`src/design/bpt_pkg.sv`:
```
// shared types and constants of the per-key top-n score table
package bpt_pkg;

   localparam int DEFAULT_TABLE_DEPTH = 16;

   localparam int KEY_W   = 16;
   localparam int SCORE_W = 32;
   localparam int LEVEL_W = 8;
   localparam int STAMP_W = 32;
   localparam int RANK_W  = 4;
   localparam int COUNT_W = 5;
   localparam int OP_W    = 2;

   localparam logic [OP_W-1:0] OP_OFFER = 2'd0;
   localparam logic [OP_W-1:0] OP_READ  = 2'd1;
   localparam logic [OP_W-1:0] OP_CLEAR = 2'd2;

   typedef struct packed {
      logic [OP_W-1:0]    operation;
      logic [KEY_W-1:0]   user_key;
      logic [SCORE_W-1:0] score_value;
      logic [LEVEL_W-1:0] level_value;
      logic [STAMP_W-1:0] stamp_value;
      logic [RANK_W-1:0]  rank_index;
   } req_type;

   typedef struct packed {
      logic               accepted;
      logic [RANK_W-1:0]  insert_rank;
      logic [COUNT_W-1:0] entry_count;
      logic               entry_valid;
      logic [KEY_W-1:0]   entry_key;
      logic [SCORE_W-1:0] entry_score;
      logic [LEVEL_W-1:0] entry_level;
      logic [STAMP_W-1:0] entry_stamp;
   } rsp_type;

   // one stored table row
   typedef struct packed {
      logic [KEY_W-1:0]   key;
      logic [SCORE_W-1:0] score;
      logic [LEVEL_W-1:0] level;
      logic [STAMP_W-1:0] stamp;
   } entry_type;

   localparam int ENTRY_W = $bits(entry_type);

endpackage

```
`src/design/bpt_ram.sv`:
```
// generic single-write single-read ram with registered read data
module bpt_ram #(
   parameter int WIDTH = 8,
   parameter int DEPTH = 16,
   localparam int AW = (DEPTH > 1) ? $clog2(DEPTH) : 1
) (
   input  logic             clock,
   input  logic             wr_en,
   input  logic [AW-1:0]    wr_addr,
   input  logic [WIDTH-1:0] wr_data,
   input  logic [AW-1:0]    rd_addr,
   output logic [WIDTH-1:0] rd_data
);

   logic [WIDTH-1:0] mem_ff [DEPTH];
   logic [WIDTH-1:0] rd_data_ff;

   always_ff @(posedge clock) begin
      if (wr_en) begin
         mem_ff[wr_addr] <= wr_data;
      end
      rd_data_ff <= mem_ff[rd_addr];
   end

   assign rd_data = rd_data_ff;

endmodule

```
`src/design/best_per_key_topn_table.sv`:
```
// top level of the per-key top-n score table with its scan and shift sequencer
//
//  channel | ports                           | direction | moves
//  --------+---------------------------------+-----------+-------------------------
//  req     | req_valid, req_ready, req_payload | in      | one request per handshake
//  rsp     | rsp_valid, rsp_ready, rsp_payload | out     | one result per request
//
// offer: idle, a scan of count entries through the ram read port, decide,
//   a move pass of up to depth - 1 entries sharing the ram read and write
//   ports (one entry a cycle), place and result; a turned-away offer goes
//   from decide straight to result
// read: idle, fetch and load around the registered ram read, then result;
//   a rank past the count skips fetch and load; clear and unused code: idle, result
// reset clears the entry count, the result valid and the sequencer only, rows are never cleared
// req_ready is high only while idle; a pending result waits in the output
//   register, so the next request is taken while rsp_ready is low
module best_per_key_topn_table
   import bpt_pkg::*;
#(
   parameter int TABLE_DEPTH = DEFAULT_TABLE_DEPTH
) (
   input  logic    clock,
   input  logic    reset,
   input  logic    req_valid,
   output logic    req_ready,
   input  req_type req_payload,
   output logic    rsp_valid,
   input  logic    rsp_ready,
   output rsp_type rsp_payload
);

   // index and count widths follow the depth
   localparam int IW = (TABLE_DEPTH > 1) ? $clog2(TABLE_DEPTH) : 1;
   localparam int CW = $clog2(TABLE_DEPTH + 1);
   localparam int XW = (CW > RANK_W) ? CW : RANK_W;

   typedef enum logic [7:0] {
      ST_IDLE   = 8'b00000001,
      ST_SCAN   = 8'b00000010,
      ST_DECIDE = 8'b00000100,
      ST_SHIFT  = 8'b00001000,
      ST_PLACE  = 8'b00010000,
      ST_FETCH  = 8'b00100000,
      ST_LOAD   = 8'b01000000,
      ST_RESP   = 8'b10000000
   } state_type;

   state_type state_ff, state_in;
   logic [CW-1:0] count_ff, count_in;
   req_type req_ff, req_in;

   // scan bookkeeping
   logic [CW-1:0] scan_addr_ff, scan_addr_in;
   logic chk_ff, chk_in;
   logic [CW-1:0] chk_idx_ff, chk_idx_in;
   logic match_ff, match_in;
   logic hi_ff, hi_in;
   logic [CW-1:0] match_idx_ff, match_idx_in;
   logic pos_found_ff, pos_found_in;
   logic [CW-1:0] pos_ff, pos_in;

   // move pass
   logic [CW-1:0] sh_ff, sh_in;
   logic pend_ff, pend_in;
   logic [CW-1:0] pend_dst_ff, pend_dst_in;

   // result bookkeeping
   logic acc_ff, acc_in;
   logic ent_vld_ff, ent_vld_in;
   entry_type rdent_ff, rdent_in;
   logic rsp_valid_ff, rsp_valid_in;
   rsp_type rsp_ff, rsp_in;

   // ram ports
   logic ram_wr_en;
   logic [IW-1:0] ram_wr_addr;
   entry_type ram_wr_data;
   logic [IW-1:0] ram_rd_addr;
   entry_type ram_rd_data;

   logic [CW-1:0] top_idx;

   bpt_ram #(
      .WIDTH(ENTRY_W),
      .DEPTH(TABLE_DEPTH)
   ) u_rows (
      .clock  (clock),
      .wr_en  (ram_wr_en),
      .wr_addr(ram_wr_addr),
      .wr_data(ram_wr_data),
      .rd_addr(ram_rd_addr),
      .rd_data(ram_rd_data)
   );

   assign req_ready   = (state_ff == ST_IDLE);
   assign rsp_valid   = rsp_valid_ff;
   assign rsp_payload = rsp_ff;

   // last row touched by the move pass: the old row of the key, else the tail
   always_comb begin
      if (match_ff) begin
         top_idx = match_idx_ff;
      end else if (count_ff < CW'(TABLE_DEPTH)) begin
         top_idx = count_ff;
      end else begin
         top_idx = CW'(TABLE_DEPTH - 1);
      end
   end

   always_comb begin
      state_in     = state_ff;
      count_in     = count_ff;
      req_in       = req_ff;
      scan_addr_in = scan_addr_ff;
      chk_in       = 1'b0;
      chk_idx_in   = scan_addr_ff;
      match_in     = match_ff;
      hi_in        = hi_ff;
      match_idx_in = match_idx_ff;
      pos_found_in = pos_found_ff;
      pos_in       = pos_ff;
      sh_in        = sh_ff;
      pend_in      = 1'b0;
      pend_dst_in  = sh_ff;
      acc_in       = acc_ff;
      ent_vld_in   = ent_vld_ff;
      rdent_in     = rdent_ff;
      rsp_valid_in = rsp_valid_ff && !rsp_ready;
      rsp_in       = rsp_ff;
      ram_wr_en    = 1'b0;
      ram_wr_addr  = IW'(pos_ff);
      ram_wr_data  = ram_rd_data;
      ram_rd_addr  = IW'(scan_addr_ff);

      unique case (state_ff)
         ST_IDLE: begin
            if (req_valid) begin
               req_in       = req_payload;
               acc_in       = 1'b0;
               ent_vld_in   = 1'b0;
               scan_addr_in = '0;
               match_in     = 1'b0;
               hi_in        = 1'b0;
               pos_found_in = 1'b0;
               pos_in       = count_ff;
               case (req_payload.operation)
                  OP_OFFER: state_in = ST_SCAN;
                  OP_READ: begin
                     if (XW'(req_payload.rank_index) < XW'(count_ff)) begin
                        state_in = ST_FETCH;
                     end else begin
                        state_in = ST_RESP;
                     end
                  end
                  OP_CLEAR: begin
                     count_in = '0;
                     state_in = ST_RESP;
                  end
                  default: state_in = ST_RESP;
               endcase
            end
         end

         ST_SCAN: begin
            // issue one row read a cycle, compare the row whose registered read came back
            if (scan_addr_ff < count_ff) begin
               chk_in       = 1'b1;
               scan_addr_in = scan_addr_ff + 1'b1;
            end
            if (chk_ff) begin
               if (!match_ff && ram_rd_data.key == req_ff.user_key) begin
                  match_in     = 1'b1;
                  match_idx_in = chk_idx_ff;
                  hi_in        = (ram_rd_data.score >= req_ff.score_value);
               end
               if (!pos_found_ff && ram_rd_data.score < req_ff.score_value) begin
                  pos_found_in = 1'b1;
                  pos_in       = chk_idx_ff;
               end
            end
            if (!(scan_addr_ff < count_ff) && !chk_ff) begin
               state_in = ST_DECIDE;
            end
         end

         ST_DECIDE: begin
            // a held key with an equal or higher score, or a full table that
            // all scores at least as high, turns the offer away
            if ((match_ff && hi_ff) ||
                (!match_ff && pos_ff == CW'(TABLE_DEPTH))) begin
               state_in = ST_RESP;
            end else begin
               sh_in = top_idx;
               if (!match_ff && count_ff < CW'(TABLE_DEPTH)) begin
                  count_in = count_ff + 1'b1;
               end
               state_in = ST_SHIFT;
            end
         end

         ST_SHIFT: begin
            // move rows down by one, from the top row towards the insert point
            ram_rd_addr = IW'(sh_ff - 1'b1);
            if (sh_ff > pos_ff) begin
               pend_in     = 1'b1;
               pend_dst_in = sh_ff;
               sh_in       = sh_ff - 1'b1;
            end
            if (pend_ff) begin
               ram_wr_en   = 1'b1;
               ram_wr_addr = IW'(pend_dst_ff);
               ram_wr_data = ram_rd_data;
            end
            if (!(sh_ff > pos_ff) && !pend_ff) begin
               state_in = ST_PLACE;
            end
         end

         ST_PLACE: begin
            ram_wr_en         = 1'b1;
            ram_wr_addr       = IW'(pos_ff);
            ram_wr_data.key   = req_ff.user_key;
            ram_wr_data.score = req_ff.score_value;
            ram_wr_data.level = req_ff.level_value;
            ram_wr_data.stamp = req_ff.stamp_value;
            acc_in            = 1'b1;
            state_in          = ST_RESP;
         end

         ST_FETCH: begin
            ram_rd_addr = IW'(req_ff.rank_index);
            state_in    = ST_LOAD;
         end

         ST_LOAD: begin
            rdent_in   = ram_rd_data;
            ent_vld_in = 1'b1;
            state_in   = ST_RESP;
         end

         ST_RESP: begin
            if (!rsp_valid_ff || rsp_ready) begin
               rsp_valid_in        = 1'b1;
               rsp_in.accepted     = acc_ff;
               rsp_in.insert_rank  = acc_ff ? RANK_W'(pos_ff) : '0;
               rsp_in.entry_count  = COUNT_W'(count_ff);
               rsp_in.entry_valid  = ent_vld_ff;
               rsp_in.entry_key    = ent_vld_ff ? rdent_ff.key   : '0;
               rsp_in.entry_score  = ent_vld_ff ? rdent_ff.score : '0;
               rsp_in.entry_level  = ent_vld_ff ? rdent_ff.level : '0;
               rsp_in.entry_stamp  = ent_vld_ff ? rdent_ff.stamp : '0;
               state_in            = ST_IDLE;
            end
         end

         default: state_in = ST_IDLE;
      endcase
   end

   // control state
   always_ff @(posedge clock) begin
      if (reset) begin
         state_ff     <= ST_IDLE;
         count_ff     <= '0;
         rsp_valid_ff <= 1'b0;
         chk_ff       <= 1'b0;
         pend_ff      <= 1'b0;
      end else begin
         state_ff     <= state_in;
         count_ff     <= count_in;
         rsp_valid_ff <= rsp_valid_in;
         chk_ff       <= chk_in;
         pend_ff      <= pend_in;
      end
   end

   // payload and per-request working registers
   always_ff @(posedge clock) begin
      req_ff       <= req_in;
      scan_addr_ff <= scan_addr_in;
      chk_idx_ff   <= chk_idx_in;
      match_ff     <= match_in;
      hi_ff        <= hi_in;
      match_idx_ff <= match_idx_in;
      pos_found_ff <= pos_found_in;
      pos_ff       <= pos_in;
      sh_ff        <= sh_in;
      pend_dst_ff  <= pend_dst_in;
      acc_ff       <= acc_in;
      ent_vld_ff   <= ent_vld_in;
      rdent_ff     <= rdent_in;
      rsp_ff       <= rsp_in;
   end

   // the entry count never passes the table depth
   a_count_bound: assert property (@(posedge clock) disable iff (reset)
      count_ff <= CW'(TABLE_DEPTH))
      else $error("entry count beyond table depth");

   // a new row is only ever placed inside the table
   a_place_in_range: assert property (@(posedge clock) disable iff (reset)
      state_ff == ST_PLACE |-> pos_ff < CW'(TABLE_DEPTH))
      else $error("insert rank outside the table");

   // the move pass never runs below the insert point
   a_shift_above_pos: assert property (@(posedge clock) disable iff (reset)
      state_ff == ST_SHIFT |-> sh_ff >= pos_ff)
      else $error("move pass passed the insert point");

   // a fresh result only comes out of the result state
   a_rsp_from_resp: assert property (@(posedge clock) disable iff (reset)
      $rose(rsp_valid_ff) |-> $past(state_ff == ST_RESP))
      else $error("result raised outside the result state");

   // an offer that grows the table was not a replacement of a held key
   a_grow_no_match: assert property (@(posedge clock) disable iff (reset)
      state_ff == ST_DECIDE && count_in != count_ff |-> !match_ff)
      else $error("replacement changed the entry count");

endmodule

```
`config.mk`:
```
export PLATFORM = sky130hd
export DESIGN_NAME = best_per_key_topn_table
export DESIGN_NICKNAME = d
export VERILOG_FILES = /design/src/design/bpt_pkg.sv /design/src/design/bpt_ram.sv /design/src/design/best_per_key_topn_table.sv
export SDC_FILE = /design/constraint.sdc
export NUM_CORES = 2
export LEC_CHECK = 0
export ABC_AREA = 1
export BUFFER_PORTS_ARGS = -buffer_cell sky130_fd_sc_hd__buf_2
export CAP_MARGIN = 10
export CORE_MARGIN = 1.5
export CORE_UTILIZATION = 46
export DETAILED_ROUTE_END_ITERATION = 10
export PLACE_DENSITY = 0.64
export REMOVE_ABC_BUFFERS = 1
export SLEW_MARGIN = 20
export SYNTH_ARGS = -nofsm -noshare
export SYNTH_HDL_FRONTEND = slang
export SYNTH_SLANG_ARGS = --single-unit
```
`constraint.sdc`:
```
create_clock -name clock -period 6.4 [get_ports clock]
set_input_delay 1.28 -clock clock [delete_from_list [all_inputs] [get_ports clock]]
set_output_delay 1.28 -clock clock [all_outputs]
set_load 0.02 [all_outputs]
```
Word level (Yosys, flattened, before mapping). Memory sizes are Yosys's and may differ from the RTL's. A register that Yosys moved wholly into a read port is not among the register bits. Index checks and enable logic that the tools add are counted.

$add $sub $neg: 3. Magnitude comparators: 6. Equal/unequal tests: 24. Mux-type cells: 49. Bitwise operators: 2. Reductions and logical operators: 38.

Operators by type and width (count): 2-to-1 mux 88 bit (1); 2-to-1 mux 5 bit (13); one-hot mux 8 bit (7 select lines) (1); 2-to-1 mux 8 bit (6); one-hot mux 5 bit (2 select lines) (4); greater-or-equal comparator 32 bit (1); < comparator 32 bit (1); != test 2 bit (second input constant) (11); equality test 16 bit (1); one-hot mux 8 bit (2 select lines) (1); 2-to-1 mux 1 bit (14); one-hot mux 1 bit (2 select lines) (6); AND reduction 4 bit (3); adder 5 x 1 -> 5 bit (second input constant) (2); nonzero test 2 bit (5); AND reduction 3 bit (3); equality test 8 x 1 -> 1 bit (second input constant) (1); equality test 8 x 2 -> 1 bit (second input constant) (1); equality test 8 x 3 -> 1 bit (second input constant) (1); equality test 8 x 4 -> 1 bit (second input constant) (1); equality test 8 x 5 -> 1 bit (second input constant) (1); equality test 8 x 6 -> 1 bit (second input constant) (1); equality test 8 x 7 -> 1 bit (second input constant) (1); equality test 8 bit (second input constant) (1); 19 further kinds (41).

Flip-flop bits (word level): 329. Bits in writable memories: 1408. Input port bits: 98. Output and inout port bits: 101. Word-level logic and storage cells: 156. Memories kept: 1.

Memory list: u_rows.mem_ff (depth 16, bits a word 88, read ports 1, clocked after memory_dff 1, write ports 1, line bpt_ram.sv:15) `logic [WIDTH-1:0] mem_ff [DEPTH];`.

Longest topological paths before layout.
Word-level depth: 5. Gate-level depth with buffers: 15. Mapped depth without buffers: 13.

Modules after synthesis. A second synthesis with hierarchy kept.

Cell total of the unflattened synthesis: 6996. Area total of the unflattened synthesis: 75453.6 µm².

By module, submodules not included: bpt_ram (instances 1, cells an instance 5778, area each 61702.9 µm², sequential area each 44042.2 µm²); best_per_key_topn_table (instances 1, cells an instance 1218, area each 13750.7 µm², sequential area each 9629.2 µm²).

Worst setup path after synthesis. Ideal clock, no wire load.

Kind: input to register. Start point: input port rsp_ready. End point: register rsp_ff (netlist bit rsp_payload[0]) (enable). Data arrival time: 6.124 ns. Data required time: 5.810 ns. Slack: -0.314 ns. Cell stages on the path: 2. Path through: inv_1 a21oi_1.

Cells in the longest elaborated chain, start to end: 2.

Ends and longest elaborated chain: start: declaration (line best_per_key_topn_table.sv:28) `input logic rsp_ready,`; logical OR 1 bit (line best_per_key_topn_table.sv:242) `if (!rsp_valid_ff || rsp_ready) begin`; AND reduction 2 bit (no line); end signal: assignment (line best_per_key_topn_table.sv:292) `rsp_ff <= rsp_in;`; end: declaration (line best_per_key_topn_table.sv:72) `rsp_type rsp_ff, rsp_in;`.

Every way passes these cells. A chain may end at the register's enable or synchronous reset.

Final worst setup path.
Start point: register state_ff[1]. End point: register u_rows.rd_data_ff[87] (netlist: u_rows.rd_data[87]), read port of u_rows.mem_ff.

Cells in the longest elaborated chain, start to end: 2. Elaborated cells on any way between the ends: 3. Classes of those cells: eq/ne: 2; mux: 1.

Ends and longest elaborated chain: start: declaration (line best_per_key_topn_table.sv:48) `state_type state_ff, state_in;`; start signal: assignment (line best_per_key_topn_table.sv:269) `state_ff <= state_in;`; equality test 8 x 6 -> 1 bit / equality test 8 x 4 -> 1 bit (equally long branches) (line best_per_key_topn_table.sv:135) `unique case (state_ff)`; one-hot mux 4 bit (2 select lines) * (line best_per_key_topn_table.sv:135); end: declaration (line bpt_ram.sv:16) `logic [WIDTH-1:0] rd_data_ff;`.

Mark *: on every way between the ends. The rest lies on a longest branch, timed or not.

==> impl_results.md <==
* Final RePlAce weighted congestion at 0.854
* Final setup slack of the worst path at 2500 ps
* Max-cap violations at 0
* Type of element launching the critical path: flip-flop
* Path depth of the worst reg2reg path at 13
* Utilization of the core after routing at 51.9%
* Total CTS buffers at 188
* Setup repair after global routing missed its margin: false
* Later-pin clock latency in the skew report at 830 ps
* Largest area contributor in the netlist: edfxtp_1
* Vert. Die Dim at 413 um
* Placed Cells at 9097
* Wire per inst at 21.5 um
* Cell with the largest stage delay on the worst path: nand2_8
* Number of antenna violations at the first check in global routing at 3
* Switching portion of total power at 31.6%
* Number of global-route vias before repair at 49300
* Internal power component at 23.6 mW
* Share of total power in sequential cells at 45.8%
* DRC marker count from the first detailed-route iteration at 5350
* Sink count of the clock tree at 1825
* Ordered cell list for the critical path: inv_2, nand2_2, nor2_4, nand3_2, nand2_1, inv_8, nand2_8, buf_12, nand2_1, nand3_1, nand3_1, nand3_1, nand2_1
* Clk pwr share at 31.5%
* Number of hold buffers added after CTS at 0
* Switching pwr at 10.9 mW
* Placeable core region at 167000 sq um
* Longest individual stage delay on the worst path at 790 ps
* GR Util All Layers at 23.7%
* Count of flip-flops with a built-in enable after synthesis at 1712
* Synthesized flop and latch total at 1825
* Comb power frac at 22.7%
* Number of buffers and inverters on the critical path at 3
* Total number of vias at 50700
* Leading cell types by total area after synthesis: edfxtp_1, nand3_1, inv_1
* Total power per unit cell area at 397 nW/um^2
* Number of warnings printed during yosys synthesis at 0
* Share of the clock period used by the worst path at 61.0%
* Resized Gates After CTS at 0
* WS Path Type: reg -> reg
* Worst-margin pin slew at 1250 ps
* Cells on Worst Hold Path at 0
* Residual DRC count at 0
* Data arrival, critical path at 4650 ps
* Count of endpoints failing hold in the final timing report at 0
* Postcts setup bufs at 0
* Most common flop cell mapped by yosys: edfxtp_1
* Data required time at the worst endpoint at 7150 ps
* Final setup vio count at 0
* Number of different library cells in the post-synthesis netlist at 42
* Commonest non-fill, non-tap cell in the layout: edfxtp_1
* Skew final at 31.9 ps
* Hold/Removal Path Class: reg -> reg
* Kind of cell with the highest combined delay on the critical path: simple AND/OR/NAND/NOR gates
* Crit. path cell count at 13
* Relative area change from synthesis to final layout at 12.0%
* TritonRoute pass-1 iters at 6
* Netlist area before placement at 77400 sq um
* Outcome: completed
* Final nets at 7228
* Clock root cell: clkbuf_16
* Portion of synthesized cell area occupied by the leading cell type at 66.4%
* Overflow left after global routing at 0
* Largest fanout on the critical path at 150
* Total I/O pin count at 199
* Post-DP HPWL at 101000 um
* Proportion of layout cells with a drive suffix above 1 at 8.96%
* Clock transition at path regs at 60 ps
* Largest net degree at the start of global routing at 200
* FMAX at 0.256 GHz
* Port Buffers at 198
* Highest ir drop seen on vdd at 0.325 mV
* Cells after Synth at 6976
* Endpoint kind of the worst setup timing path: flip-flop
* Count of nets left with antenna violations after detail routing at 0
* Vias per inst at 5.37
* Average instance area after synthesis at 11.1 sq um
* Initial Util at 46.3%
* Setup TNS Final at 0 ps
* Maximum level of the CTS H-tree at 4
* Number of core rows at 150
* Proportion of register bits with asynchronous set or reset after synthesis at 0%
* Post-synthesis sequential area ratio at 69.3%
* Number of buffers on the longest clock path at 3
* Normalized max-slew margin at 16.7%
* Leakage power figure at 35.9 nW
* Clock tree from TritonCTS: built
* DIE WIDTH at 413 um
* Number of cells in the finished layout apart from fillers at 9449
* Most frequent cells in the layout: edfxtp_1, nand3_1, inv_1
* Worst slack, placed at 2560 ps
* Tmin final at 3900 ps
* Floorplan die area at 171000 sq um
* Global-route wire length before repair at 306000 um
* Filler Cell Count at 14200
* Final slew viol count at 0
* Drt total wl at 203000 um
==> area by class of cell <==
cell class                 count  area [sq um]  area share, %
antenna                        1          2.50        0.00289
clock buffer                 264          5300           6.11
clock inverter                87           808          0.932
inverter                    1353          5100           5.88
multi-input combinational   3404         17000           19.6
sequential                  1825         53700           61.9
tap                         2204          2760           3.18
timing repair buffer         311          2110           2.44
==> kinds of logic after synthesis <==
| family | after synthesis | share of synthesized area (%) |
|---|---|---|
| buf+inv | 1747 | 9.00 |
| fa+ha+maj | 47 | 0.760 |
| flops | 1825 | 69.3 |
| compound gates | 120 | 0.847 |
| xor+xnor | 12 | 0.136 |
| simple gates | 3225 | 19.9 |
==> Yosys cell counts (3+ instances only) <==
cell / count
a21oi_1: 31
buf_1: 29
buf_2: 253
buf_4: 16
buf_6: 4
clkbuf_1: 92
dfxtp_1: 113
edfxtp_1: 1712
ha_1: 47
inv_1: 1340
inv_2: 11
nand2_1: 1155
nand2_2: 3
nand2_4: 4
nand3_1: 1698
nand3_2: 4
nand3b_1: 267
nand4_1: 11
nor2_1: 61
nor2_4: 4
nor3_1: 6
nor4_1: 4
o21ai_0: 70
o22ai_1: 6
or2_2: 3
xnor2_1: 7
xor2_1: 5
==> worst register-to-register path, delay by kind of cell (launching register included) <==
| kind | cells | cell delay (ps) |
|---|---|---|
| buf+inv | 3 | 1360 |
| simple gates | 10 | 2080 |
| flops | 1 | 390 |
==> power by group through the flow <==
stage	Sequential [mW]	Combinational, mW	Clock [mW]
CTS	15.8	7.76	11.0
floorplan	15.9	5.16	0
finish	15.8	7.81	10.9
global placement	16.0	7.58	0
detailed placement	16.0	7.74	0
global route	15.8	8.62	11.5
==> registers in the layout, indices dropped and copies added (netlist names) <==
register,cells
rsp_payload,99
chk_idx_in,5
rsp_valid,1
pend_ff,1
req_ff,92
pos_found_ff,1
chk_ff,1
rdent_ff,88
count_ff,5
pend_dst_ff,4
sh_ff,5
ent_vld_ff,1
hi_ff,1
u_rows.mem_ff,1408
pos_ff,5
match_ff,1
match_idx_ff,5
u_rows.rd_data,88
chk_idx_ff,5
acc_ff,1
state_ff,8
==> layer usage <==
layer	track usage (%)	wire [um]	vias up
li1	-	-	23600
met1	33.3	87600	24700
met4	8.06	5850	0
met2	37.6	93100	2089
met5	0	0	-
met3	3.85	16400	334
==> path summary, 6_finish.rpt <==
check,slack [ps],end,from
setup / recovery,2500,u_rows.rd_data[87],state_ff[1]
hold / removal,430,rdent_ff[13],u_rows.rd_data[13]
setup reg to reg,2500,u_rows.rd_data[87],state_ff[1]
hold reg to reg,430,rdent_ff[13],u_rows.rd_data[13]
==> metrics by stage <==
stage | cell area [sq um] | power (mW) | hold WS [ps]
final | 86700 | 34.5 | 425
after global placement | 80600 | 23.6 | 412
after global routing | 86700 | 35.9 | 437
after CTS | 86700 | 34.6 | 409
after floorplan | 75500 | 21.1 | 370
after detailed placement | 80600 | 23.8 | 412
Note: power is estimated with default switching activity, not from simulation.
